[config.mk]
export PLATFORM = sky130hd
export DESIGN_NAME = multiplexed_frame_deframer_flat
export DESIGN_NICKNAME = d
export VERILOG_FILES = /design/src/sv/mfd_pkg.sv /design/src/sv/mfd_channels.sv /design/src/sv/mfd_parser.sv /design/src/sv/mfd_queue.sv /design/src/sv/mfd_out_stage.sv /design/src/sv/multiplexed_frame_deframer.sv /design/src/flat_wrapper.sv
export VERILOG_INCLUDE_DIRS = /design/src /design/src/sv
export SDC_FILE = /design/constraint.sdc
export NUM_CORES = 1
export LEC_CHECK = 0
export ABC_AREA = 1
export BUFFER_PORTS_ARGS = -buffer_cell sky130_fd_sc_hd__buf_2
export CAP_MARGIN = 20
export CORE_UTILIZATION = 40
export CTS_BUF_LIST = sky130_fd_sc_hd__clkbuf_8
export CTS_CLUSTER_DIAMETER = 80
export DETAILED_ROUTE_END_ITERATION = 8
export HOLD_SLACK_MARGIN = 0.06
export SKIP_CTS_REPAIR_TIMING = 1
export SLEW_MARGIN = 20
export SYNTH_ARGS = -nofsm -noshare
export SYNTH_HDL_FRONTEND = slang
export SYNTH_HIERARCHICAL = 1
export SYNTH_SLANG_ARGS = --single-unit
[constraint.sdc]
create_clock -name clock -period 5 [get_ports clock]
set_clock_uncertainty 0.2 [all_clocks]
set_input_delay 0.5 -clock clock [delete_from_list [all_inputs] [get_ports clock]]
set_output_delay 0.5 -clock clock [all_outputs]
set_load 0.01 [all_outputs]
[src/sv/multiplexed_frame_deframer_macros.svh]
// Assertion helpers shared by the deframer modules.
`ifndef MULTIPLEXED_FRAME_DEFRAMER_MACROS_SVH
`define MULTIPLEXED_FRAME_DEFRAMER_MACROS_SVH

// Same-cycle implication, disabled while reset is high.
`define MFD_ASSERT_NOW(label, clk, rst, ante, cons) \
   label: assert property (@(posedge clk) disable iff (rst) (ante) |-> (cons)) \
      else $error("deframer assertion failed");

// Next-cycle implication, disabled while reset is high.
`define MFD_ASSERT_NEXT(label, clk, rst, ante, cons) \
   label: assert property (@(posedge clk) disable iff (rst) (ante) |=> (cons)) \
      else $error("deframer assertion failed");

`endif

[src/sv/mfd_pkg.sv]
package mfd_pkg;

   // Delivery cut-off per subpacket and number of addressable peripherals.
   localparam int MaxData        = 256;
   localparam int NumPeripherals = 16;

   // The enable mask is one 16-bit register.
   localparam int MaskWidth   = 16;
   localparam int PeriphLimit = (NumPeripherals < MaskWidth) ? NumPeripherals : MaskWidth;

   localparam logic [15:0] ChecksumKey      = 16'h5555;
   localparam logic [16:0] MaxDataWide      = 17'(MaxData);
   localparam logic [8:0]  PeriphLimitWide  = 9'(PeriphLimit);

   // Result queue between the parser and the output register.
   localparam int QueueDepth      = 4;
   localparam int QueuePtrWidth   = $clog2(QueueDepth);
   localparam int QueueCountWidth = $clog2(QueueDepth + 1);

   typedef enum logic [2:0] {
      PHASE_IDLE,
      PHASE_HEADER,
      PHASE_SUBHDR,
      PHASE_DATA,
      PHASE_DONE
   } phase_type;

   typedef enum logic [1:0] {
      KIND_PAYLOAD,
      KIND_EMPTY,
      KIND_CHECKSUM_ERR,
      KIND_OVERRUN_ERR
   } kind_type;

   typedef struct packed {
      kind_type    kind;
      logic [3:0]  peripheral_id;
      logic [7:0]  opcode;
      logic [7:0]  data_byte;
      logic [7:0]  byte_index;
      logic        last;
   } result_type;

   typedef struct packed {
      logic       valid;
      result_type result;
   } push_type;

   typedef struct packed {
      logic full;
      logic not_empty;
   } queue_status_type;

endpackage

[src/sv/mfd_channels.sv]
interface mfd_req_if;
   logic       valid;
   logic       ready;
   logic [7:0] rx_byte;
   logic       frame_start;

   modport source (output valid, output rx_byte, output frame_start, input ready);
   modport sink   (input valid, input rx_byte, input frame_start, output ready);
endinterface

interface mfd_rsp_if import mfd_pkg::*; ();
   logic       valid;
   logic       ready;
   kind_type   kind;
   logic [3:0] peripheral_id;
   logic [7:0] opcode;
   logic [7:0] data_byte;
   logic [7:0] byte_index;
   logic       last;

   modport source (output valid, output kind, output peripheral_id, output opcode,
                   output data_byte, output byte_index, output last, input ready);
   modport sink   (input valid, input kind, input peripheral_id, input opcode,
                   input data_byte, input byte_index, input last, output ready);
endinterface

interface mfd_cfg_if;
   logic        valid;
   logic        ready;
   logic [15:0] peripheral_enable_mask;

   modport source (output valid, output peripheral_enable_mask, input ready);
   modport sink   (input valid, input peripheral_enable_mask, output ready);
endinterface

[src/sv/mfd_parser.sv]
`include "multiplexed_frame_deframer_macros.svh"

module mfd_parser import mfd_pkg::*; (
   input  logic             clock,
   input  logic             reset,
   mfd_cfg_if.sink          csr_chan,
   mfd_req_if.sink          req_chan,
   input  queue_status_type queue_status,
   output push_type         push
);

   logic [MaskWidth-1:0] mask_ff;
   phase_type            phase_ff, phase_in;
   logic [1:0]           field_count_ff, field_count_in;
   logic [7:0]           size_low_ff, size_low_in;
   logic [7:0]           chk_low_ff, chk_low_in;
   logic [15:0]          frame_remaining_ff, frame_remaining_in;
   logic [15:0]          frame_size_ff, frame_size_in;
   logic [15:0]          sub_size_ff, sub_size_in;
   logic [15:0]          sub_count_ff, sub_count_in;
   logic [7:0]           periph_ff, periph_in;
   logic [7:0]           opcode_ff, opcode_in;

   logic        req_fire;
   logic [7:0]  rx_byte;
   logic [15:0] remaining_dec;
   logic [15:0] sub_size_full;
   logic [15:0] sub_count_inc;
   logic [16:0] index_next;
   logic        enabled;
   logic        deliver;
   logic        final_byte;

   assign csr_chan.ready = 1'b1;
   assign req_chan.ready = !queue_status.full;
   assign req_fire       = req_chan.valid && req_chan.ready;
   assign rx_byte        = req_chan.rx_byte;

   assign remaining_dec = frame_remaining_ff - 16'd1;
   assign sub_size_full = {rx_byte, sub_size_ff[7:0]};
   assign sub_count_inc = sub_count_ff + 16'd1;
   assign index_next    = {1'b0, sub_count_ff} + 17'd1;
   assign enabled       = ({1'b0, periph_ff} < PeriphLimitWide) && mask_ff[periph_ff[3:0]];
   assign deliver       = enabled && ({1'b0, sub_count_ff} < MaxDataWide);
   assign final_byte    = (index_next == {1'b0, sub_size_ff}) || (index_next == MaxDataWide);

   always_ff @(posedge clock) begin
      if (reset) begin
         mask_ff            <= '0;
         phase_ff           <= PHASE_IDLE;
         field_count_ff     <= '0;
         size_low_ff        <= '0;
         chk_low_ff         <= '0;
         frame_remaining_ff <= '0;
         frame_size_ff      <= '0;
         sub_size_ff        <= '0;
         sub_count_ff       <= '0;
         periph_ff          <= '0;
         opcode_ff          <= '0;
      end else begin
         if (csr_chan.valid) begin
            mask_ff <= csr_chan.peripheral_enable_mask;
         end
         phase_ff           <= phase_in;
         field_count_ff     <= field_count_in;
         size_low_ff        <= size_low_in;
         chk_low_ff         <= chk_low_in;
         frame_remaining_ff <= frame_remaining_in;
         frame_size_ff      <= frame_size_in;
         sub_size_ff        <= sub_size_in;
         sub_count_ff       <= sub_count_in;
         periph_ff          <= periph_in;
         opcode_ff          <= opcode_in;
      end
   end

   always_comb begin
      phase_in           = phase_ff;
      field_count_in     = field_count_ff;
      size_low_in        = size_low_ff;
      chk_low_in         = chk_low_ff;
      frame_remaining_in = frame_remaining_ff;
      frame_size_in      = frame_size_ff;
      sub_size_in        = sub_size_ff;
      sub_count_in       = sub_count_ff;
      periph_in          = periph_ff;
      opcode_in          = opcode_ff;
      push               = '0;

      if (req_fire) begin
         if (req_chan.frame_start) begin
            size_low_in    = rx_byte;
            field_count_in = 2'd1;
            phase_in       = PHASE_HEADER;
         end else begin
            unique case (phase_ff)
               PHASE_HEADER: begin
                  case (field_count_ff)
                     2'd1: begin
                        frame_size_in  = {rx_byte, size_low_ff};
                        field_count_in = 2'd2;
                     end
                     2'd2: begin
                        chk_low_in     = rx_byte;
                        field_count_in = 2'd3;
                     end
                     default: begin
                        field_count_in = 2'd0;
                        if (frame_size_ff == 16'd0) begin
                           phase_in = PHASE_DONE;
                        end else if ((frame_size_ff ^ ChecksumKey) != {rx_byte, chk_low_ff}) begin
                           phase_in           = PHASE_DONE;
                           push.valid         = 1'b1;
                           push.result.kind   = KIND_CHECKSUM_ERR;
                        end else begin
                           frame_remaining_in = frame_size_ff;
                           phase_in           = PHASE_SUBHDR;
                        end
                     end
                  endcase
               end
               PHASE_SUBHDR: begin
                  frame_remaining_in = remaining_dec;
                  case (field_count_ff)
                     2'd0:    periph_in   = rx_byte;
                     2'd1:    opcode_in   = rx_byte;
                     2'd2:    sub_size_in = {8'd0, rx_byte};
                     default: sub_size_in = sub_size_full;
                  endcase
                  if (field_count_ff != 2'd3) begin
                     field_count_in = field_count_ff + 2'd1;
                     // The subpacket header itself does not fit in the frame.
                     if (remaining_dec == 16'd0) begin
                        phase_in         = PHASE_DONE;
                        field_count_in   = 2'd0;
                        push.valid       = 1'b1;
                        push.result.kind = KIND_OVERRUN_ERR;
                     end
                  end else begin
                     field_count_in = 2'd0;
                     if (sub_size_full > remaining_dec) begin
                        phase_in         = PHASE_DONE;
                        push.valid       = 1'b1;
                        push.result.kind = KIND_OVERRUN_ERR;
                     end else begin
                        sub_count_in = 16'd0;
                        if (sub_size_full == 16'd0) begin
                           phase_in = (remaining_dec == 16'd0) ? PHASE_DONE : PHASE_SUBHDR;
                           if (enabled) begin
                              push.valid                = 1'b1;
                              push.result.kind          = KIND_EMPTY;
                              push.result.peripheral_id = periph_ff[3:0];
                              push.result.opcode        = opcode_ff;
                              push.result.last          = 1'b1;
                           end
                        end else begin
                           phase_in = PHASE_DATA;
                        end
                     end
                  end
               end
               PHASE_DATA: begin
                  frame_remaining_in = remaining_dec;
                  sub_count_in       = sub_count_inc;
                  if (sub_count_inc == sub_size_ff) begin
                     phase_in = (remaining_dec == 16'd0) ? PHASE_DONE : PHASE_SUBHDR;
                  end
                  if (deliver) begin
                     push.valid                = 1'b1;
                     push.result.kind          = KIND_PAYLOAD;
                     push.result.peripheral_id = periph_ff[3:0];
                     push.result.opcode        = opcode_ff;
                     push.result.data_byte     = rx_byte;
                     push.result.byte_index    = sub_count_ff[7:0];
                     push.result.last          = final_byte;
                  end
               end
               PHASE_IDLE, PHASE_DONE: begin
               end
               default: begin
               end
            endcase
         end
      end
   end

   `MFD_ASSERT_NOW(a_chk_err_at_header_end, clock, reset, push.valid && push.result.kind == KIND_CHECKSUM_ERR, phase_ff == PHASE_HEADER && field_count_ff == 2'd3)
   `MFD_ASSERT_NOW(a_done_is_silent, clock, reset, req_fire && !req_chan.frame_start && phase_ff == PHASE_DONE, !push.valid)
   `MFD_ASSERT_NEXT(a_error_closes_frame, clock, reset, push.valid && (push.result.kind == KIND_CHECKSUM_ERR || push.result.kind == KIND_OVERRUN_ERR), phase_ff == PHASE_DONE)
   `MFD_ASSERT_NOW(a_payload_in_data, clock, reset, push.valid && push.result.kind == KIND_PAYLOAD, phase_ff == PHASE_DATA && enabled)

endmodule

[src/sv/mfd_queue.sv]
`include "multiplexed_frame_deframer_macros.svh"

module mfd_queue import mfd_pkg::*; (
   input  logic             clock,
   input  logic             reset,
   input  push_type         push,
   input  logic             pop,
   output result_type       head,
   output queue_status_type status
);

   localparam logic [QueuePtrWidth-1:0]   LastSlot  = QueuePtrWidth'(QueueDepth - 1);
   localparam logic [QueueCountWidth-1:0] FullCount = QueueCountWidth'(QueueDepth);
   localparam logic [QueuePtrWidth-1:0]   PtrStep   = QueuePtrWidth'(1);
   localparam logic [QueueCountWidth-1:0] CountStep = QueueCountWidth'(1);

   result_type                   slots_ff [QueueDepth];
   logic [QueuePtrWidth-1:0]     wr_ptr_ff, wr_ptr_in;
   logic [QueuePtrWidth-1:0]     rd_ptr_ff, rd_ptr_in;
   logic [QueueCountWidth-1:0]   count_ff, count_in;

   assign head             = slots_ff[rd_ptr_ff];
   assign status.full      = (count_ff == FullCount);
   assign status.not_empty = (count_ff != '0);

   always_comb begin
      wr_ptr_in = wr_ptr_ff;
      rd_ptr_in = rd_ptr_ff;
      count_in  = count_ff;
      if (push.valid) begin
         wr_ptr_in = (wr_ptr_ff == LastSlot) ? '0 : wr_ptr_ff + PtrStep;
      end
      if (pop) begin
         rd_ptr_in = (rd_ptr_ff == LastSlot) ? '0 : rd_ptr_ff + PtrStep;
      end
      if (push.valid && !pop) begin
         count_in = count_ff + CountStep;
      end else if (pop && !push.valid) begin
         count_in = count_ff - CountStep;
      end
   end

   always_ff @(posedge clock) begin
      if (reset) begin
         wr_ptr_ff <= '0;
         rd_ptr_ff <= '0;
         count_ff  <= '0;
      end else begin
         wr_ptr_ff <= wr_ptr_in;
         rd_ptr_ff <= rd_ptr_in;
         count_ff  <= count_in;
      end
   end

   always_ff @(posedge clock) begin
      if (push.valid) begin
         slots_ff[wr_ptr_ff] <= push.result;
      end
   end

   `MFD_ASSERT_NOW(a_no_push_when_full, clock, reset, push.valid, !status.full)
   `MFD_ASSERT_NOW(a_no_pop_when_empty, clock, reset, pop, status.not_empty)
   `MFD_ASSERT_NOW(a_count_in_range, clock, reset, 1'b1, count_ff <= FullCount)

endmodule

[src/sv/mfd_out_stage.sv]
module mfd_out_stage import mfd_pkg::*; (
   input  logic             clock,
   input  logic             reset,
   input  result_type       head,
   input  queue_status_type queue_status,
   output logic             pop,
   mfd_rsp_if.source        rsp_chan
);

   logic       valid_ff, valid_in;
   result_type result_ff;
   logic       load;

   // The register takes a new item whenever it is empty or being drained.
   assign load     = !valid_ff || rsp_chan.ready;
   assign pop      = load && queue_status.not_empty;
   assign valid_in = load ? queue_status.not_empty : valid_ff;

   always_ff @(posedge clock) begin
      if (reset) begin
         valid_ff <= 1'b0;
      end else begin
         valid_ff <= valid_in;
      end
   end

   always_ff @(posedge clock) begin
      if (pop) begin
         result_ff <= head;
      end
   end

   assign rsp_chan.valid         = valid_ff;
   assign rsp_chan.kind          = result_ff.kind;
   assign rsp_chan.peripheral_id = result_ff.peripheral_id;
   assign rsp_chan.opcode        = result_ff.opcode;
   assign rsp_chan.data_byte     = result_ff.data_byte;
   assign rsp_chan.byte_index    = result_ff.byte_index;
   assign rsp_chan.last          = result_ff.last;

endmodule

[src/sv/multiplexed_frame_deframer.sv]
// Multiplexed frame deframer: turns a stream of received link bytes into tagged
// payload items for up to 16 peripherals.
// The req channel carries one received byte per item, with frame_start marking the
// first header byte of a transaction. The rsp channel carries at most one item per
// accepted byte: a payload byte, an empty-subpacket marker, a header checksum error
// or a length overrun error. The csr channel writes the 16-bit peripheral enable
// mask; it is always ready and should be written only while the block is idle.
// Throughput is one byte per clock cycle while the queue is not full: the byte-wide
// parser finishes each byte in the cycle it is accepted and writes any result into
// a four-entry queue. From there a result is loaded into the registered output
// stage, which presents it on rsp until the receiver takes it.
// If the receiver stalls, results pile up in the queue and the output register; req
// ready drops only once the queue is full, and no result is ever lost.
// Reset is synchronous and clears the enable mask, the parser (back to waiting for a
// frame start), the queue and the output register. There is no clearing pass.

module multiplexed_frame_deframer import mfd_pkg::*; (
   input  logic      clock,
   input  logic      reset,
   mfd_cfg_if.sink   csr_chan,
   mfd_req_if.sink   req_chan,
   mfd_rsp_if.source rsp_chan
);

   push_type         push;
   queue_status_type queue_status;
   result_type       queue_head;
   logic             queue_pop;

   // Front: header and subpacket parsing, one byte per cycle while the queue has room.
   mfd_parser u_parser (
      .clock        (clock),
      .reset        (reset),
      .csr_chan     (csr_chan),
      .req_chan     (req_chan),
      .queue_status (queue_status),
      .push         (push)
   );

   // Decouples the parser from a stalling receiver.
   mfd_queue u_queue (
      .clock  (clock),
      .reset  (reset),
      .push   (push),
      .pop    (queue_pop),
      .head   (queue_head),
      .status (queue_status)
   );

   // Back: registered result presentation.
   mfd_out_stage u_out_stage (
      .clock        (clock),
      .reset        (reset),
      .head         (queue_head),
      .queue_status (queue_status),
      .pop          (queue_pop),
      .rsp_chan     (rsp_chan)
   );

endmodule

[src/flat_wrapper.sv]
// flat-port wrapper written by rule: the top's interface ports become plain ports
module multiplexed_frame_deframer_flat import mfd_pkg::*;
  (clock, reset, csr_chan_valid, csr_chan_peripheral_enable_mask, csr_chan_ready, req_chan_valid, req_chan_rx_byte, req_chan_frame_start, req_chan_ready, rsp_chan_valid, rsp_chan_kind, rsp_chan_peripheral_id, rsp_chan_opcode, rsp_chan_data_byte, rsp_chan_byte_index, rsp_chan_last, rsp_chan_ready);
  mfd_cfg_if csr_chan_i ();
  mfd_req_if req_chan_i ();
  mfd_rsp_if rsp_chan_i ();
  input  logic clock;
  input  logic reset;
  input wire logic [$bits(csr_chan_i.valid)-1:0] csr_chan_valid;
  input wire logic [$bits(csr_chan_i.peripheral_enable_mask)-1:0] csr_chan_peripheral_enable_mask;
  output wire logic [$bits(csr_chan_i.ready)-1:0] csr_chan_ready;
  input wire logic [$bits(req_chan_i.valid)-1:0] req_chan_valid;
  input wire logic [$bits(req_chan_i.rx_byte)-1:0] req_chan_rx_byte;
  input wire logic [$bits(req_chan_i.frame_start)-1:0] req_chan_frame_start;
  output wire logic [$bits(req_chan_i.ready)-1:0] req_chan_ready;
  output wire logic [$bits(rsp_chan_i.valid)-1:0] rsp_chan_valid;
  output wire logic [$bits(rsp_chan_i.kind)-1:0] rsp_chan_kind;
  output wire logic [$bits(rsp_chan_i.peripheral_id)-1:0] rsp_chan_peripheral_id;
  output wire logic [$bits(rsp_chan_i.opcode)-1:0] rsp_chan_opcode;
  output wire logic [$bits(rsp_chan_i.data_byte)-1:0] rsp_chan_data_byte;
  output wire logic [$bits(rsp_chan_i.byte_index)-1:0] rsp_chan_byte_index;
  output wire logic [$bits(rsp_chan_i.last)-1:0] rsp_chan_last;
  input wire logic [$bits(rsp_chan_i.ready)-1:0] rsp_chan_ready;
  assign csr_chan_i.valid = csr_chan_valid;
  assign csr_chan_i.peripheral_enable_mask = csr_chan_peripheral_enable_mask;
  assign csr_chan_ready = csr_chan_i.ready;
  assign req_chan_i.valid = req_chan_valid;
  assign req_chan_i.rx_byte = req_chan_rx_byte;
  assign req_chan_i.frame_start = req_chan_frame_start;
  assign req_chan_ready = req_chan_i.ready;
  assign rsp_chan_valid = rsp_chan_i.valid;
  assign rsp_chan_kind = rsp_chan_i.kind;
  assign rsp_chan_peripheral_id = rsp_chan_i.peripheral_id;
  assign rsp_chan_opcode = rsp_chan_i.opcode;
  assign rsp_chan_data_byte = rsp_chan_i.data_byte;
  assign rsp_chan_byte_index = rsp_chan_i.byte_index;
  assign rsp_chan_last = rsp_chan_i.last;
  assign rsp_chan_i.ready = rsp_chan_ready;
  multiplexed_frame_deframer u_core (.clock(clock), .reset(reset), .csr_chan(csr_chan_i), .req_chan(req_chan_i), .rsp_chan(rsp_chan_i));
endmodule
==> results.yml <==
run_status:
  status: "finished, final reports clean"
clocking:
  clk_latency_ps: 580
  clockBufferDepth: 3
  cts_sinks: 282
  tritoncts: "built"
  cts_root_buf: "clkbuf_8"
  cts-buffers-inserted: 48
  cts_max_level: 2
  clkTransAtPathRegs_ps: 60
global_route:
  antenna_found_initial: 0
  grt_max_degree: 63
  gr-usage-all-layers_pct: 19.8
  grt_pass1_vias: 9627
  grt_pass1_wl_mm: 51.5
  gr-total-overflow: 0
synthesis:
  ys_seq_area_share_pct: 55.5
  async_reset_ff_share_pct: 0
  syn_nets: 1519
  avgSynthCellArea_um2: 8.89
  ys.warnings.count: 6
  ys_types: 47
  ys.flop_type: "edfxtp_1"
  syn-cell-area_um2: 13000
  synth-edff-count: 155
  synth_seq_cells: 282
  syn_inst: 1458
detailed_routing:
  detail-route-antenna-nets: 0
  drtIter0Drc: 640
  vias: 10351
  post-route-drc-count: 0
  wl_mm: 32.7
  first_pass_iters: 5
  wl_per_cell_um: 16.5
  vias_per_cell: 5.22
worst_setup_path:
  endpoint_kind: "flip-flop"
  path_class: "flip-flop to flip-flop"
  required_ps: 5250
  critPathMaxFanout: 9
  worstPathArrival_ps: 4450
  critPathLaunchType: "flip-flop"
  ff2ff_setup_slack_ps: 800
power:
  pwr_density_cell_nw_per_um2: 461
  power.total_mw: 6.78
  p_leak_nw: 5.69
  ir_drop_v: 0.000306
place:
  gp_congestion: 0.896
  dpl.hpwl_mm: 21.4
  port_buffers: 62
  dp_slack_ps: 863
  post_dp_cell_area_um2: 13600
layout:
  drive_gt1_share_pct: 11.7
  final_common_cell: "nor2_1"
  multi_input_area_um2: 4910
  fin_area_um2: 14700
  nFillCells: 3048
  final_cell_mix: "nor2_1, nand2_1, edfxtp_1, inv_1, dfxtp_1"
  seq_area_um2: 7200
  nNetsFinal: 1607
  area_growth_pct: 13.5
  antenna_cells: 0
worst_hold_path:
  hp-class: "input pin to flip-flop"
floorplan:
  fp.dieArea_um2: 33100
  core_area_um2: 31700
  start_util_pct: 40.8
  die_h_um: 182
  io_pins: 64
  dieWidth_um: 182
  rows: 65
sta:
  hold_violations: 0
  period_minus_slack_ps: 4200
  rsz0062_at_grt: "no"
  worstMarginPinSlew_ps: 1060
  relSlewSlack_pct: 29.1
  period_share_pct: 83.9
  setup_tns_ps: 0
  finalSetupViolCount: 0
  fmaxAchievable_mhz: 238
  setup_slack_ps: 804
  holdWs_ps: 112
  finalMaxSlewViolations: 0
flow_run:
  maxCapViolCount: 0
[power breakdown]
group / leakage (nW) / switching (mW) / internal [mW] / total, mW
Clock: 0.533 / 0.933 / 1.10 / 2.04
Sequential: 2.37 / 0.143 / 2.75 / 2.89
Combinational: 2.78 / 1.25 / 0.603 / 1.85
Total: 5.69 / 2.33 / 4.45 / 6.78
[worst max-delay path, cell delays in order, from the launching register on]
cell	delay [ps]
dfxtp_1	350
clkinv_1	250
ha_1	330
nand2_2	150
nor2_1	80
nand2_1	70
nand2_1	40
nand2_1	90
inv_2	50
ha_1	290
nand4_1	130
nor2_1	140
nand2_1	70
nand2_1	80
nand2_1	110
nand2_1	110
o21bai_1	110
nand3_1	80
and2_1	300
ha_1	210
inv_1	70
fa_1	440
inv_1	60
nand2_1	60
nand3_1	70
nand2_1	60
inv_1	50
nor2_1	30
[state kept, by name, indices dropped and copies added, names as in the netlist, 16 cells and up, named ones only]
name,flops
u_core/u_parser/frame_remaining_ff,16
u_core/u_parser/sub_count_ff,16
u_core/u_queue/slots_ff,124
u_core/u_parser/frame_size_ff,16
u_core/u_parser/mask_ff,16
u_core/u_parser/sub_size_ff,16
[stage by stage]
stage / utilization (%) / std cells
final: 46.4 / 1984
after global routing: 46.4 / 1984
after CTS: 45.8 / 1967
after detailed placement: 42.8 / 1881
after global placement: 42.8 / 1881
after floorplan: - / 1458
[synth_stat cells (7+ instances only)]
cell type / count / share of area, %
a31oi_1: 14 / 0.68
nand2_1: 212 / 6.1
nor4_1: 7 / 0.34
xor2_1: 8 / 0.54
buf_2: 16 / 0.62
nor3_1: 27 / 1.0
a21oi_1: 94 / 3.6
nor2_2: 7 / 0.34
dfxtp_1: 127 / 20
o21ai_0: 116 / 4.5
clkbuf_1: 25 / 0.72
buf_6: 10 / 0.87
inv_1: 122 / 3.5
a211oi_1: 23 / 1.3
o21ai_1: 63 / 2.4
nand4_1: 21 / 1.0
ha_1: 30 / 2.9
nand3_1: 53 / 2.0
o22ai_1: 33 / 1.6
nor2_1: 232 / 6.7
inv_2: 12 / 0.35
edfxtp_1: 155 / 36
[metal layers]
metal  wire length [um]  global-route usage, %  vias to the layer above
li1                   -                      -                     5177
met1              14800                   26.2                     4859
met2              15400                   32.9                      255
met3               1550                   3.01                       60
met4                893                   6.89                        0
met5                  0                      0                        -
[worst paths after layout]
path | startpoint | to | cells after the start
worst max-delay path | u_core/u_parser/frame_remaining_ff[0] | u_core/u_queue/count_ff[2] | 27
worst min-delay path | req_chan_rx_byte[2] | u_core/u_parser/sub_size_ff[10] | 3
worst max register to register | u_core/u_parser/frame_remaining_ff[0] | u_core/u_queue/count_ff[2] | 27
worst min register to register | u_core/u_parser/frame_remaining_ff[15] | u_core/u_parser/frame_remaining_ff[15] | 2
[logic make-up (layout without fill, tap and decap cells)]
family	after synthesis	after routing	synth area share, %
buf+inv	198	322	6.64
simple gates	577	577	18.9
xor+xnor	13	13	0.879
fa+ha+maj	31	31	3.05
flops	282	282	55.5
compound gates	356	356	15.0
other cells	1	1	0.0289
[area by class of cell]
class	instances	share of cell area [%]
clock inverters	28	1.06
flip-flops and latches	282	48.9
well taps	402	3.42
clock buffers	58	5.43
inverters	141	3.65
multi-input cells	978	33.4
repair buffers	95	4.08
No activity file was read; power rests on OpenSTA's default activity.
